$ cat src/rtl/tcw_pkg.sv
// ----------------------------------------------------------------------------
// tcw_pkg
// Shared constants, codes and types of the text console writer.
// ----------------------------------------------------------------------------
package tcw_pkg;

  // Screen geometry
  localparam int COLUMNS  = 80;
  localparam int ROWS     = 25;
  localparam int TAB_STEP = 4;
  localparam int CELLS    = COLUMNS * ROWS;

  // Field widths
  localparam int CMD_W      = 2;
  localparam int CHAR_W     = 8;
  localparam int COL_W      = 7;
  localparam int ROW_W      = 5;
  localparam int LOC_W      = 11;
  localparam int CELL_W     = 16;
  localparam int COLOR_W    = 4;
  localparam int CFG_IDX_W  = 1;
  localparam int CFG_DATA_W = 4;

  localparam logic [CELL_W-1:0] BLANK_CELL = 16'h0F20;

  // Queue between front and back
  localparam int QUEUE_DEPTH = 2;
  localparam int QPTR_W      = (QUEUE_DEPTH > 1) ? $clog2(QUEUE_DEPTH) : 1;
  localparam int QCNT_W      = $clog2(QUEUE_DEPTH + 1);

  // Command codes
  localparam logic [CMD_W-1:0] CMD_PUT   = 2'd0;
  localparam logic [CMD_W-1:0] CMD_CLEAR = 2'd1;
  localparam logic [CMD_W-1:0] CMD_READ  = 2'd2;

  // Configuration register indexes
  localparam logic [CFG_IDX_W-1:0] CFG_FORE = 1'b0;
  localparam logic [CFG_IDX_W-1:0] CFG_BACK = 1'b1;

  // Control characters and printable range
  localparam logic [CHAR_W-1:0] CH_BS       = 8'h08;
  localparam logic [CHAR_W-1:0] CH_TAB      = 8'h09;
  localparam logic [CHAR_W-1:0] CH_LF       = 8'h0A;
  localparam logic [CHAR_W-1:0] CH_CR       = 8'h0D;
  localparam logic [CHAR_W-1:0] CH_PRINT_LO = 8'h20;
  localparam logic [CHAR_W-1:0] CH_PRINT_HI = 8'h7F;

  // Classified operation handed from front to back
  typedef enum logic [2:0] {
    OP_NOP,
    OP_BS,
    OP_TAB,
    OP_CR,
    OP_LF,
    OP_PRINT,
    OP_CLEAR,
    OP_READ
  } op_kind_t;

  typedef struct packed {
    op_kind_t          kind;
    logic [CELL_W-1:0] glyph;  // attribute and character for a print
    logic [LOC_W-1:0]  index;  // cell index for a read
  } op_t;

endpackage

$ cat src/rtl/tcw_queue.sv
// ----------------------------------------------------------------------------
// tcw_queue
// Short FIFO of classified operations between front and back.
// ----------------------------------------------------------------------------
module tcw_queue import tcw_pkg::*; (
  input  logic clk,
  input  logic rst,
  input  logic push,
  input  op_t  push_op,
  input  logic pop,
  output op_t  head,
  output logic full,
  output logic empty
);

  op_t               slots [QUEUE_DEPTH];
  logic [QPTR_W-1:0] wr_ptr;
  logic [QPTR_W-1:0] rd_ptr;
  logic [QCNT_W-1:0] count;

  function automatic logic [QPTR_W-1:0] ptr_inc(input logic [QPTR_W-1:0] p);
    if (p == QPTR_W'(QUEUE_DEPTH - 1)) begin
      return '0;
    end
    return p + 1'b1;
  endfunction

  assign full  = (count == QCNT_W'(QUEUE_DEPTH));
  assign empty = (count == '0);
  assign head  = slots[rd_ptr];

  always_ff @(posedge clk) begin
    if (push) begin
      slots[wr_ptr] <= push_op;
    end
  end

  always_ff @(posedge clk) begin
    if (rst) begin
      wr_ptr <= '0;
      rd_ptr <= '0;
      count  <= '0;
    end else begin
      if (push) begin
        wr_ptr <= ptr_inc(wr_ptr);
      end
      if (pop) begin
        rd_ptr <= ptr_inc(rd_ptr);
      end
      case ({push, pop})
        2'b10:   count <= count + 1'b1;
        2'b01:   count <= count - 1'b1;
        default: ;
      endcase
    end
  end

endmodule

$ cat config.mk
export PLATFORM = sky130hd
export DESIGN_NAME = tcw_queue
export DESIGN_NICKNAME = d
export VERILOG_FILES = /design/src/rtl/tcw_pkg.sv /design/src/rtl/tcw_queue.sv
export SDC_FILE = /design/constraint.sdc
export NUM_CORES = 1
export LEC_CHECK = 0
export ABC_AREA = 1
export BUFFER_PORTS_ARGS = -buffer_cell sky130_fd_sc_hd__buf_2
export CORE_ASPECT_RATIO = 1.1
export CORE_MARGIN = 2
export CORE_UTILIZATION = 52
export CTS_CLUSTER_DIAMETER = 40
export CTS_CLUSTER_SIZE = 10
export DETAILED_ROUTE_END_ITERATION = 16
export GPL_TIMING_DRIVEN = 0
export PLACE_DENSITY = 0.81
export SYNTH_ARGS = -nofsm -noshare
export SYNTH_HDL_FRONTEND = slang
export SYNTH_SLANG_ARGS = --single-unit
$ cat constraint.sdc
create_clock -name clk -period 2.7 [get_ports clk]
set_input_delay 0.54 -clock clk [delete_from_list [all_inputs] [get_ports clk]]
set_output_delay 0.54 -clock clk [all_outputs]
set_load 0.005 [all_outputs]
==> run metrics <==
hold path endpoint slots[0][16]$_DFFE_PP_; Num CTS Buffers 9; clk_skew 6.341 ps; Ant. Diodes 0; run status complete, no violations; final setup vio count 0; Yosys top cell by area edfxtp_1; startpoint type of the worst setup path register; Worst path max stage delay 410 ps; reg2reg path depth 2; Longest Clk Path Bufs 2; XOR/XNOR share of the synthesized area 0.003488; Hold Path Class primary input to register; multi-input logic area 551.8 µm²; Leak 1.273 nW; PwrDens 676.0 nW/µm²; Seq/Total Area, Yosys 0.7573; Synth Area in Simple Gates 0.02691; average wire per standard cell 15.50 µm; core area 4652 µm²; clk_lat worst skew 330 ps; Post-synth top cells 60 x edfxtp_1, 30 x mux2_4, 10 x nor2_1; type of the worst setup path register to output pin; post-DR vias/cell 4.932; reg2reg setup slack 960 ps; top_reg_cell synth edfxtp_1; final net count 238; Worst EP required 2160 ps; critical hold path startpoint push_op[16]; Post-synth EDFFs 60; main combinational cell family by area after synthesis multiplexers; Synth-to-Final Area Change 22.97%; synthesized area 2511 µm²; RSZ-0062 raised after global routing false; Finished Layout Cells 264; first-pass GRT wire length 6251 µm; syn_area_per_cell 19.93 µm²; layout cells sized above 1 0.5288; Tmin final 1923 ps; crit path buf inv count 2; CP delay by family, top flip-flops; clk slew on worst S/H paths 70 ps; Placed Cells 248; Critical-path top delay cell dfxtp_1; synth top area cells edfxtp_1 72%, mux2_4 18%, dfxtp_1 4.0%; Netlist cell types 13; Routed WL 4093 µm; CP arrival 1380 ps; Slew HR 0.1713; Synth Area in Adders 0.004983; WHS Path Cells 1; DRC viols 0; Via Count 1302; fmax 519.9 MHz; post-synthesis cell count 126; post-route ant nets 0; filler instances 335; Max VDD drop 0.3953 mV; die area 5402 µm²; max cap viols 0; YS warnings 0; gpl congestion 0.7049; most common cell in the netlist edfxtp_1; post-route setup TNS 0 ps; 1st-iter DRT viols 76; mux cell area share after synthesis 0.1794; Initial Util 0.5398; vias in the first global route 1393; cells along the critical path buf_6 > mux2_4 > buf_2; clk root buf clkbuf_8; Port Buffers 65; Finished Core Util 0.6638; CTS sink cnt 65; largest net degree at the start of global routing 32; Slew Viols, Final 0; cts hold-fix bufs 0; initial antenna violation count 0; setup slack at placement 671.6 ps; hpwl dp 2878 µm; area occupied by registers 1902 µm²; CTS tree done; post-cts sizing count 0; total grt overflow 0; H-Tree Depth 3; R2R Path End slots[1][10]$_DFFE_PP_; final worst slack 776.7 ps; FP Rows 26; worst slew pin tran 1242 ps; flop and latch count out of synthesis 65; drt first pass iters 5; Synth Area in Compound Gates 0.003986; syn_nets 161; R2R Path Start wr_ptr$_SDFFE_PP0P_; async set-reset flop share out of synthesis 0; Tot Pwr 2.088 mW; Overall Global Routing Usage 0.1581; Top Ports 66; Setup Fix Bufs, Post-CTS 0; die width 70.26 µm; Final Hold Viols 0; Die Y-Extent 76.89 µm; worst-path fanout max 10; crit share post-route 0.7123; Crit. End Element output pin; share of the synthesized area in the top cell type 0.7175
[final cells by class]
cell class / count / area share
sequential: 65 / 0.6159
multi-input combinational: 51 / 0.1787
timing repair buffer: 66 / 0.1143
clock buffer: 14 / 0.04619
tap: 56 / 0.02269
buffer: 3 / 0.01094
inverter: 7 / 0.008509
clock inverter: 2 / 0.002836
[cells by family after synthesis]
family,Yosys count
flip-flops,65
multiplexers,30
AND/OR/NAND/NOR,17
buffers and inverters,10
AO/OA/AOI/OAI,2
XOR/XNOR,1
adder cells (fa/ha/maj),1
[layer usage]
metal | track usage | vias to the layer above | part of all wire
met3 | 0.03942 | 7 | 0.054
met4 | 0.1038 | 0 | 0.019
met5 | 0 | - | 0
li1 | - | 629 | -
met1 | 0.1662 | 626 | 0.37
met2 | 0.2764 | 40 | 0.55
[state kept, by name (all words and copies together) (netlist names), named ones only]
signal / cells
count: 2
rd_ptr: 1
slots: 60
wr_ptr: 1
[report_power, final]
group / switching (mW) / total, mW / internal [mW]
combinational: 0.111 / 0.257 / 0.146
sequential: 0.0200 / 1.18 / 1.16
clock: 0.317 / 0.647 / 0.330
[stage by stage]
| stage | hold WS (ps) | instance area, µm² |
|---|---|---|
| floorplan | 479.9 | 2511 |
| global placement | 495.8 | 2907 |
| detailed placement | 532.1 | 2937 |
| CTS | 382.7 | 3088 |
| global route | 385.5 | 3088 |
| finish | 398.9 | 3088 |
[worst max path at each step]
stage | start | end | slack (ps) | cells after the start
2_1_floorplan | push | slots[0][0]$_DFFE_PP_ | 420 | 2
3_3_place_gp | push | slots[0][3]$_DFFE_PP_ | -230 | 3
3_5_place_dp | push | slots[1][3]$_DFFE_PP_ | 670 | 3
4_1_cts | register | head[2] | 750 | 3
5_1_grt | register | head[2] | 710 | 3
6_report | register | head[25] | 780 | 3
[cells in the final DEF, fill, tap and decap left out]
cell and n:
buf_16 1, nand2_1 5, nor2_1 9, a21oi_1 1, clkinv_1 1, inv_1 7, nor3_1 1, ha_1 1
clkbuf_8 9, mux2_4 30, o21ai_0 1, xnor2_1 1, nor2_2 1, buf_6 3, edfxtp_1 60, buf_2 65
nand4_1 1, clkinv_2 1, clkbuf_1 5, dfxtp_1 5
Note: power is estimated with default switching activity, not from simulation.
