### config.mk
export PLATFORM = sky130hd
export DESIGN_NAME = tcw_front_flat
export DESIGN_NICKNAME = d
export VERILOG_FILES = /design/src/rtl/tcw_pkg.sv /design/src/rtl/tcw_if.sv /design/src/rtl/tcw_front.sv /design/src/flat_wrapper.sv
export SDC_FILE = /design/constraint.sdc
export NUM_CORES = 1
export LEC_CHECK = 0
export ABC_AREA = 0
export BUFFER_PORTS_ARGS = -buffer_cell sky130_fd_sc_hd__buf_4
export CAP_MARGIN = 10
export CORE_MARGIN = 5
export CORE_UTILIZATION = 32
export DETAILED_ROUTE_END_ITERATION = 10
export PLACE_DENSITY = 0.84
export SYNTH_ARGS = -nofsm -noshare
export SYNTH_HDL_FRONTEND = slang
export SYNTH_SLANG_ARGS = --single-unit
export TNS_END_PERCENT = 1
### constraint.sdc
create_clock -name clk -period 0.9 [get_ports clk]
set_input_delay 0.045 -clock clk [delete_from_list [all_inputs] [get_ports clk]]
set_output_delay 0.045 -clock clk [all_outputs]
set_load 0.05 [all_outputs]
### src/rtl/tcw_pkg.sv
// ----------------------------------------------------------------------------
// tcw_pkg
// Shared constants, codes and types of the text console writer.
// ----------------------------------------------------------------------------
package tcw_pkg;

  // Screen geometry
  localparam int COLUMNS  = 80;
  localparam int ROWS     = 25;
  localparam int TAB_STEP = 4;
  localparam int CELLS    = COLUMNS * ROWS;

  // Field widths
  localparam int CMD_W      = 2;
  localparam int CHAR_W     = 8;
  localparam int COL_W      = 7;
  localparam int ROW_W      = 5;
  localparam int LOC_W      = 11;
  localparam int CELL_W     = 16;
  localparam int COLOR_W    = 4;
  localparam int CFG_IDX_W  = 1;
  localparam int CFG_DATA_W = 4;

  localparam logic [CELL_W-1:0] BLANK_CELL = 16'h0F20;

  // Queue between front and back
  localparam int QUEUE_DEPTH = 2;
  localparam int QPTR_W      = (QUEUE_DEPTH > 1) ? $clog2(QUEUE_DEPTH) : 1;
  localparam int QCNT_W      = $clog2(QUEUE_DEPTH + 1);

  // Command codes
  localparam logic [CMD_W-1:0] CMD_PUT   = 2'd0;
  localparam logic [CMD_W-1:0] CMD_CLEAR = 2'd1;
  localparam logic [CMD_W-1:0] CMD_READ  = 2'd2;

  // Configuration register indexes
  localparam logic [CFG_IDX_W-1:0] CFG_FORE = 1'b0;
  localparam logic [CFG_IDX_W-1:0] CFG_BACK = 1'b1;

  // Control characters and printable range
  localparam logic [CHAR_W-1:0] CH_BS       = 8'h08;
  localparam logic [CHAR_W-1:0] CH_TAB      = 8'h09;
  localparam logic [CHAR_W-1:0] CH_LF       = 8'h0A;
  localparam logic [CHAR_W-1:0] CH_CR       = 8'h0D;
  localparam logic [CHAR_W-1:0] CH_PRINT_LO = 8'h20;
  localparam logic [CHAR_W-1:0] CH_PRINT_HI = 8'h7F;

  // Classified operation handed from front to back
  typedef enum logic [2:0] {
    OP_NOP,
    OP_BS,
    OP_TAB,
    OP_CR,
    OP_LF,
    OP_PRINT,
    OP_CLEAR,
    OP_READ
  } op_kind_t;

  typedef struct packed {
    op_kind_t          kind;
    logic [CELL_W-1:0] glyph;  // attribute and character for a print
    logic [LOC_W-1:0]  index;  // cell index for a read
  } op_t;

endpackage

### src/rtl/tcw_if.sv
// ----------------------------------------------------------------------------
// tcw_cmd_if / tcw_res_if
// Valid/ready channels for commands and results of the text console writer.
// ----------------------------------------------------------------------------
interface tcw_cmd_if import tcw_pkg::*; ();
  logic              valid;
  logic              ready;
  logic [CMD_W-1:0]  cmd;
  logic [CHAR_W-1:0] char_code;
  logic [LOC_W-1:0]  cell_index;

  modport source (output valid, output cmd, output char_code, output cell_index,
                  input ready);
  modport sink   (input valid, input cmd, input char_code, input cell_index,
                  output ready);
endinterface


### src/rtl/tcw_front.sv
// ----------------------------------------------------------------------------
// tcw_front
// Accepts commands, holds the color registers and classifies each command.
// ----------------------------------------------------------------------------
module tcw_front import tcw_pkg::*; (
  input  logic                  clk,
  input  logic                  rst,
  tcw_cmd_if.sink               cmd_ch,
  input  logic                  cfg_we,
  input  logic [CFG_IDX_W-1:0]  cfg_index,
  input  logic [CFG_DATA_W-1:0] cfg_data,
  input  logic                  q_full,
  input  logic                  init_busy,
  output logic                  push,
  output op_t                   push_op
);

  logic [COLOR_W-1:0] fore_color;
  logic [COLOR_W-1:0] back_color;

  always_ff @(posedge clk) begin
    if (rst) begin
      fore_color <= COLOR_W'(15);
      back_color <= '0;
    end else if (cfg_we) begin
      case (cfg_index)
        CFG_FORE: fore_color <= cfg_data[COLOR_W-1:0];
        CFG_BACK: back_color <= cfg_data[COLOR_W-1:0];
        default: ;
      endcase
    end
  end

  // Hold off while the queue is full or the power-up blanking runs
  assign cmd_ch.ready = !q_full && !init_busy;
  assign push         = cmd_ch.valid && cmd_ch.ready;

  always_comb begin
    push_op.kind  = OP_NOP;
    push_op.glyph = {back_color, fore_color, cmd_ch.char_code};
    push_op.index = cmd_ch.cell_index;
    case (cmd_ch.cmd)
      CMD_PUT: begin
        case (cmd_ch.char_code)
          CH_BS:   push_op.kind = OP_BS;
          CH_TAB:  push_op.kind = OP_TAB;
          CH_CR:   push_op.kind = OP_CR;
          CH_LF:   push_op.kind = OP_LF;
          default: begin
            if (cmd_ch.char_code inside {[CH_PRINT_LO:CH_PRINT_HI]}) begin
              push_op.kind = OP_PRINT;
            end
          end
        endcase
      end
      CMD_CLEAR: push_op.kind = OP_CLEAR;
      CMD_READ:  push_op.kind = OP_READ;
      default:   push_op.kind = OP_NOP;
    endcase
  end

endmodule

### src/flat_wrapper.sv
// flat-port wrapper written by rule: the top's interface ports become plain ports
module tcw_front_flat import tcw_pkg::*;
  (clk, rst, cfg_we, cfg_index, cfg_data, q_full, init_busy, push, push_op, cmd_ch_valid, cmd_ch_cmd, cmd_ch_char_code, cmd_ch_cell_index, cmd_ch_ready);
  tcw_cmd_if cmd_ch_i ();
  input  logic clk;
  input  logic rst;
  input  logic cfg_we;
  input  logic [CFG_IDX_W-1:0] cfg_index;
  input  logic [CFG_DATA_W-1:0] cfg_data;
  input  logic q_full;
  input  logic init_busy;
  output logic push;
  output op_t push_op;
  input wire logic [$bits(cmd_ch_i.valid)-1:0] cmd_ch_valid;
  input wire logic [$bits(cmd_ch_i.cmd)-1:0] cmd_ch_cmd;
  input wire logic [$bits(cmd_ch_i.char_code)-1:0] cmd_ch_char_code;
  input wire logic [$bits(cmd_ch_i.cell_index)-1:0] cmd_ch_cell_index;
  output wire logic [$bits(cmd_ch_i.ready)-1:0] cmd_ch_ready;
  assign cmd_ch_i.valid = cmd_ch_valid;
  assign cmd_ch_i.cmd = cmd_ch_cmd;
  assign cmd_ch_i.char_code = cmd_ch_char_code;
  assign cmd_ch_i.cell_index = cmd_ch_cell_index;
  assign cmd_ch_ready = cmd_ch_i.ready;
  tcw_front u_core (.clk(clk), .rst(rst), .cmd_ch(cmd_ch_i), .cfg_we(cfg_we), .cfg_index(cfg_index), .cfg_data(cfg_data), .q_full(q_full), .init_busy(init_busy), .push(push), .push_op(push_op));
endmodule
==> insert_results.sql, run 1 <==
INSERT INTO impl_metrics (metric_group, metric, value, unit) VALUES
('grt', 'groute.usage.overall', '11.3', '%'),
('yosys', 'synth_top_area_share', '28.4', '%'),
('placed_design', 'place.detailed.instances', '126', ''),
('sta', 'finClkSkew', '0', 'ns'),
('sta', 'finalCriticalPeriod', '1.03', 'ns'),
('sta', 'setup_viol_count_final', '3', ''),
('grt', 'grt_pass1_vias', '573', ''),
('status', 'failed_checks', 'negative setup slack', ''),
('floorplanning', 'die_area', '2700', 'µm²'),
('grt', 'grt_util_met1', '9.31', '%'),
('placed_design', 'detailedPlacementHpwl', '1350', 'µm'),
('yosys', 'yosys_register_bits', '8', ''),
('min_path', 'hold_start', 'cfg_data[0]', ''),
('worst_setup_path', 'setup.worst_path.start', 'cmd_ch_cmd[0]', ''),
('finish', 'nets', '141', ''),
('clock_tree', 'cts_setup_buffers', '0', ''),
('floorplanning', 'row_count', '15', ''),
('detailed_routing', 'dr.pass1.iters', '4', ''),
('sta', 'finalWorstSetupSlack', '-0.127', 'ns'),
('run', 'drv.max_cap_violation_count', '0', ''),
('worst_setup_path', 'worstPathArrival', '0.98', 'ns'),
('floorplanning', 'pin_count', '64', ''),
('placed_design', 'post-place-ws', '-0.240', 'ns'),
('sta', 'max_slew.worst_pin.slew', '0.300', 'ns'),
('finish', 'post_layout_nonfiller_instances', '130', ''),
('finish', 'seqCellArea', '160', 'µm²'),
('detailed_routing', 'avgViaCountPerCell', '4.70', ''),
('worst_setup_path', 'timing.critical_path.required', '0.85', 'ns'),
('floorplanning', 'die_y', '51.9', 'µm'),
('power_and_ir_drop', 'static-leakage-power', '0.433', 'nW'),
('yosys', 'synth-seq-area-share', '28.4', '%'),
('yosys', 'synth_warnings', '0', ''),
('sta', 'timing_hold_violations_final', '0', ''),
('yosys', 'ys_types', '19', ''),
('finish', 'syn_to_final_growth', '59.6', '%'),
('detailed_routing', 'drc', '0', ''),
('detailed_routing', 'route.antenna.remaining_nets', '0', ''),
('yosys', 'syn_area_per_cell', '7.61', 'µm²'),
('floorplanning', 'core-area', '1710', 'µm²'),
('sta', 'final_cycle_utilization_of_the_critical_path', '114', '%'),
('worst_setup_path', 'worstSetupEndpointType', 'output pin', ''),
('worst_setup_path', 'cp-start-kind', 'primary input', ''),
('status', 'status', 'finished with violations', ''),
('grt', 'wire_length_of_the_first_global_routing_pass', '2330', 'µm'),
('power_and_ir_drop', 'powerDensity', '1300', 'nW/µm²'),
('finish', 'post-route-cell-area', '898', 'µm²'),
('clock_tree', 'tritoncts_clock_tree', 'yes', ''),
('floorplanning', 'initial_utilization', '33.0', '%'),
('finish', 'num-fill-cells', '171', ''),
('power_and_ir_drop', 'worst_ir_drop_vdd', '0.000915', 'V'),
('placed_design', 'gp_congestion', '0.733', ''),
('detailed_routing', 'totalWireLength', '1580', 'µm'),
('sta', 'maxClockFrequency', '974', 'MHz'),
('floorplanning', 'fp.dieW', '51.9', 'µm'),
('clock_tree', 'clk-insertion-delay-late', '0.25', 'ns'),
('finish', 'n_diodes', '0', ''),
('sta', 'maxSlewHeadroom', '79.8', '%'),
('finish', 'multi_input_area', '278', 'µm²'),
('detailed_routing', 'drt-wirelength-per-cell', '12.1', 'µm'),
('sta', 'final-max-slew-violation-count', '0', ''),
('placed_design', 'place.port_buffers', '41', ''),
('grt', 'global_route.overflow_total', '0', ''),
('placed_design', 'placement.cell_area', '843', 'µm²'),
('grt', 'grt.met3_usage', '3.72', '%'),
('clock_tree', 'cts_root_buf', 'sky130_fd_sc_hd__clkbuf_4', ''),
('grt', 'groute.layer.met2.usage', '22.6', '%'),
('yosys', 'synth_cells', '74', ''),
('worst_setup_path', 'r2r-start', 'u_core.back_color[3]', ''),
('yosys', 'yosys_most_used_dff', 'sky130_fd_sc_hd__dfxtp_1', ''),
('yosys', 'yosys.area.top_type', 'sky130_fd_sc_hd__dfxtp_1', ''),
('min_path', 'worst_hold_check_path_type', 'in2reg', '');
[path summary, 6_finish.rpt]
check                              end  slack, ns  cells after the start
hold / removal    u_core.fore_color[0]       0.01                      3
hold reg to reg   u_core.back_color[0]       0.46                      2
setup reg to reg  u_core.back_color[3]       0.31                      2
setup / recovery           push_op[29]      -0.13                      7
[per-stage QoR]
stage	utilization (%)	TNS (ns)	hold slack [ns]
3_3_place_gp	49.4	-0.505	0.0903
4_1_cts	52.0	-0.379	0.00200
5_1_grt	52.6	-0.546	0.0146
3_5_place_dp	49.4	-0.623	0.0903
6_report	52.6	-0.350	0.0146
2_1_floorplan	-	-0.810	0.114
[layout make-up]
type / count / share of cell area (%)
inverters: 3 / 3.20
repair buffers: 47 / 42.1
flip-flops and latches: 8 / 17.8
clock buffers: 3 / 2.51
multi-input cells: 44 / 30.9
well taps: 25 / 3.48
[where the power goes]
part	internal [mW]	switching, mW	leakage, nW
Sequential	0.375	0.00988	0.0659
Clock	0.152	0.116	0.0138
Combinational	0.202	0.312	0.353
[timing repair]
action,CTS,global route
pin swaps,6,0
hold buffers,0,1
setup endpoints to repair,3,3
gates resized for setup,6,0
endpoints found under the hold margin,0,2
[routing by layer]
| metal | up-vias | part of all wire, % |
|---|---|---|
| li1 | 293 | - |
| met1 | 270 | 31 |
| met2 | 44 | 51 |
| met3 | 4 | 17 |
| met4 | 0 | 1.1 |
| met5 | - | 0 |
[placed cells by master (no fill, tap or decap), drive strengths merged]
master / n
nor3: 1
nand2: 14
inv: 3
xnor2: 1
dlygate4sd3: 1
buf: 46
a21oi: 5
nand2b: 1
o21ai: 1
ha: 2
and4bb: 1
nand3b: 4
nand3: 6
clkbuf: 3
nor2: 2
nand4: 1
and2b: 2
and2: 1
a31oi: 1
o211ai: 1
dfxtp: 8
[critical path, cell delays in order]
cell                       delay [ns]
sky130_fd_sc_hd__buf_8           0.10
sky130_fd_sc_hd__inv_6           0.05
sky130_fd_sc_hd__ha_4            0.12
sky130_fd_sc_hd__and4bb_1        0.24
sky130_fd_sc_hd__nand3_1         0.10
sky130_fd_sc_hd__a31oi_2         0.15
sky130_fd_sc_hd__buf_6           0.18
[flip-flops by register name (all words and copies together), names as in the netlist]
register,cells
u_core.back_color,4
u_core.fore_color,4
[logic make-up (layout without fill, tap and decap cells)]
group / count (synthesis) / in the layout / synth area share (%)
AO/OA/AOI/OAI: 8 / 8 / 7.78
flip-flops: 8 / 8 / 28.4
AND/OR/NAND/NOR: 33 / 33 / 30.4
XOR/XNOR: 1 / 1 / 1.56
adder cells (fa/ha/maj): 2 / 2 / 4.44
buffers and inverters: 22 / 53 / 27.3
Power figures use the tool's default switching activity.
==> run 2, diff against run 1 <==
--- a/config.mk
+++ b/config.mk
@@ -11,6 +11,7 @@
 export CORE_MARGIN = 5
 export CORE_UTILIZATION = 32
 export DETAILED_ROUTE_END_ITERATION = 10
+export GPL_TIMING_DRIVEN = 0
 export PLACE_DENSITY = 0.84
 export SYNTH_ARGS = -nofsm -noshare
 export SYNTH_HDL_FRONTEND = slang
==> run 2 against run 1 <==
  * The run still ends with negative setup slack left
  * Core utilization up 13 points
  * Sequential power about the same
  * Final area is 25% higher
  * Non-clock buffer count grew 27
  * Largest cell class unchanged
  * Largest power group unchanged
==> insert_results.sql, run 2 (synthesized netlist as in run 1, its figures left out) <==
INSERT INTO impl_metrics (metric_group, metric, value, unit) VALUES
('status', 'status', 'finished with violations', ''),
('status', 'failed_checks', 'negative setup slack', ''),
('finish', 'multi_input_area', '292', 'µm²'),
('worst_setup_path', 'reg2reg_to', 'u_core.back_color[3]', ''),
('finish', 'layout.cells.most_common', 'sky130_fd_sc_hd__buf_4', ''),
('clock_tree', 'cts_root_buf', 'sky130_fd_sc_hd__clkbuf_4', ''),
('worst_setup_path', 'r2r-start', 'u_core.back_color[3]', ''),
('sta', 'max_slew.worst_pin.slew', '0.274', 'ns'),
('grt', 'grt.met3_usage', '7.16', '%'),
('sta', 'finClkSkew', '0', 'ns'),
('detailed_routing', 'dr.pass1.iters', '4', ''),
('min_path', 'hold_start', 'cfg_data[3]', ''),
('finish', 'nets', '168', ''),
('detailed_routing', 'drc', '0', ''),
('grt', 'grt_max_degree', '9', ''),
('min_path', 'hold_depth', '3', ''),
('floorplanning', 'initial_utilization', '33.0', '%'),
('finish', 'n_diodes', '0', ''),
('detailed_routing', 'number_of_drc_markers_in_iteration_0', '6', ''),
('power_and_ir_drop', 'post-layout-total-power', '1.37', 'mW'),
('sta', 'finalCriticalPeriod', '1.09', 'ns'),
('sta', 'timing_hold_violations_final', '0', ''),
('finish', 'layout_common_cells', 'sky130_fd_sc_hd__buf_4, sky130_fd_sc_hd__nand2_1, sky130_fd_sc_hd__dfxtp_1', ''),
('grt', 'number_of_antenna_violations_at_the_first_check_in_global_routing', '0', ''),
('grt', 'grt_util_met1', '12.6', '%'),
('grt', 'wire_length_of_the_first_global_routing_pass', '2800', 'µm'),
('worst_setup_path', 'reg2reg_depth', '2', ''),
('floorplanning', 'row_count', '15', ''),
('sta', 'maxSlewHeadroom', '81.6', '%'),
('worst_setup_path', 'cpPeakStageDelay', '0.26', 'ns'),
('finish', 'final_layout_size_suffix_gt1_share', '64.4', '%'),
('detailed_routing', 'avgViaCountPerCell', '4.38', ''),
('grt', 'groute.layer.met2.usage', '24.5', '%'),
('floorplanning', 'fp.dieW', '51.9', 'µm'),
('sta', 'maxClockFrequency', '917', 'MHz'),
('detailed_routing', 'routed-via-count', '687', ''),
('detailed_routing', 'route.antenna.remaining_nets', '0', ''),
('finish', 'num-fill-cells', '148', ''),
('worst_setup_path', 'setup.worst_path.start', 'cmd_ch_cmd[1]', ''),
('power_and_ir_drop', 'static-leakage-power', '0.563', 'nW'),
('detailed_routing', 'drt-wirelength-per-cell', '12.2', 'µm'),
('sta', 'final_cycle_utilization_of_the_critical_path', '121', '%'),
('clock_tree', 'clk_pin_slew', '0.05', 'ns'),
('grt', 'groute.usage.overall', '13.7', '%'),
('worst_setup_path', 'cp_max_fo', '3', ''),
('clock_tree', 'cts-root-to-sink-buffers', '2', ''),
('clock_tree', 'clk-insertion-delay-late', '0.25', 'ns'),
('detailed_routing', 'totalWireLength', '1910', 'µm'),
('clock_tree', 'clock_tree.htree_level_count', '1', ''),
('power_and_ir_drop', 'powerDensity', '1230', 'nW/µm²'),
('worst_setup_path', 'critical_path.cell_chain', 'buf_12, inv_12, ha_4, and4bb_2, nand3_2, a31oi_4, buf_6', ''),
('worst_setup_path', 'worstPathArrival', '1.05', 'ns'),
('sta', 'final-max-slew-violation-count', '0', ''),
('sta', 'setup_viol_count_final', '3', ''),
('sta', 'finalWorstSetupSlack', '-0.191', 'ns'),
('sta', 'tns', '-0.444', 'ns'),
('min_path', 'worst_hold_path_endpoint', 'u_core.fore_color[3]', ''),
('finish', 'syn_to_final_growth', '98.9', '%'),
('grt', 'grt-busiest-layer', 'met2', ''),
('finish', 'reg.largest.list', 'u_core.back_color (4), u_core.fore_color (4)', ''),
('worst_setup_path', 'worstSetupEndpointType', 'output pin', ''),
('finish', 'seqCellArea', '160', 'µm²'),
('min_path', 'worst_hold_check_path_type', 'in2reg', ''),
('grt', 'grt_pass1_vias', '640', ''),
('worst_setup_path', 'worst_path_max_delay_cell', 'sky130_fd_sc_hd__and4bb_2', ''),
('placed_design', 'gp_congestion', '0.695', ''),
('clock_tree', 'tritoncts_clock_tree', 'yes', ''),
('grt', 'global_route.overflow_total', '0', ''),
('clock_tree', 'cts_num_sinks', '8', ''),
('worst_setup_path', 'setup.worst_path.class', 'in2out', ''),
('floorplanning', 'die_y', '51.9', 'µm'),
('floorplanning', 'core-area', '1710', 'µm²'),
('floorplanning', 'die_area', '2700', 'µm²'),
('floorplanning', 'pin_count', '64', ''),
('run', 'drv.max_cap_violation_count', '0', ''),
('clock_tree', 'numCtsBuffers', '3', ''),
('worst_setup_path', 'worst-r2r-setup-slack', '0.33', 'ns'),
('power_and_ir_drop', 'worst_ir_drop_vdd', '0.00120', 'V'),
('placed_design', 'detailedPlacementHpwl', '1550', 'µm'),
('sta', 'grt_setup_unrepaired', 'true', ''),
('worst_setup_path', 'timing.critical_path.required', '0.85', 'ns'),
('worst_setup_path', 'cp-start-kind', 'primary input', ''),
('placed_design', 'place.port_buffers', '52', ''),
('sta', 'hold_slack', '0.00542', 'ns');
## run 2: cell count changes in the layout (fill, tap and decap cells not counted), sizes merged
cell / previous run / this run
buf: 46 / 73
## run 2: critical path: cells and delay by family
family          cells  cell delay [ns]
buf+inv             3             0.33
fa+ha+maj           1             0.11
compound gates      1             0.18
simple gates        2             0.37
## run 2: final cells by class
class	count	area share (%)
buffer	19	12.7
clock buffer	3	2.01
inverter	3	2.57
multi-input combinational	44	26.0
sequential	8	14.3
tap	25	2.79
timing repair buffer	55	39.6
## run 2: per-stage QoR
| step | instances | utilization [%] | cell area (µm²) | worst slack (ns) |
|---|---|---|---|---|
| CTS | 155 | 63.9 | 1090 | -0.143 |
| global route | 157 | 65.6 | 1120 | -0.224 |
| global placement | 151 | 60.4 | 1030 | -0.244 |
| finish | 157 | 65.6 | 1120 | -0.191 |
| detailed placement | 151 | 60.4 | 1030 | -0.255 |
| floorplan | 74 | - | 609 | -0.315 |
## run 2: layer usage
| layer | wire length, µm | share of wire (%) |
|---|---|---|
| met5 | 0 | 0 |
| met4 | 25 | 1.3 |
| met3 | 321 | 17 |
| met2 | 979 | 51 |
| met1 | 585 | 31 |
## run 2: how the worst max path moves through the flow
stage / endpoint / slack [ns] / cells after the start
after floorplan: push_op[27] / -0.31 / 5
after global placement: push_op[29] / -0.24 / 7
after detailed placement: push_op[29] / -0.25 / 7
after CTS: push_op[29] / -0.14 / 7
after global routing: push_op[29] / -0.22 / 7
final: push_op[29] / -0.19 / 7
## run 2: report_power, final
group          leakage [nW]  switching (mW)  total [mW]  internal, mW
registers            0.0659          0.0100       0.385         0.375
clock network        0.0138           0.123       0.275         0.153
logic                 0.483           0.431       0.714         0.282
## run 2: timing repair
action | CTS | global route
resized for setup | 7 | 3
hold endpoints to repair | 4 | 0
pin swaps | 6 | 4
cloned | 0 | 0
setup endpoints to repair | 3 | 3
hold buffers | 1 | 0
buffers inserted | 0 | 2
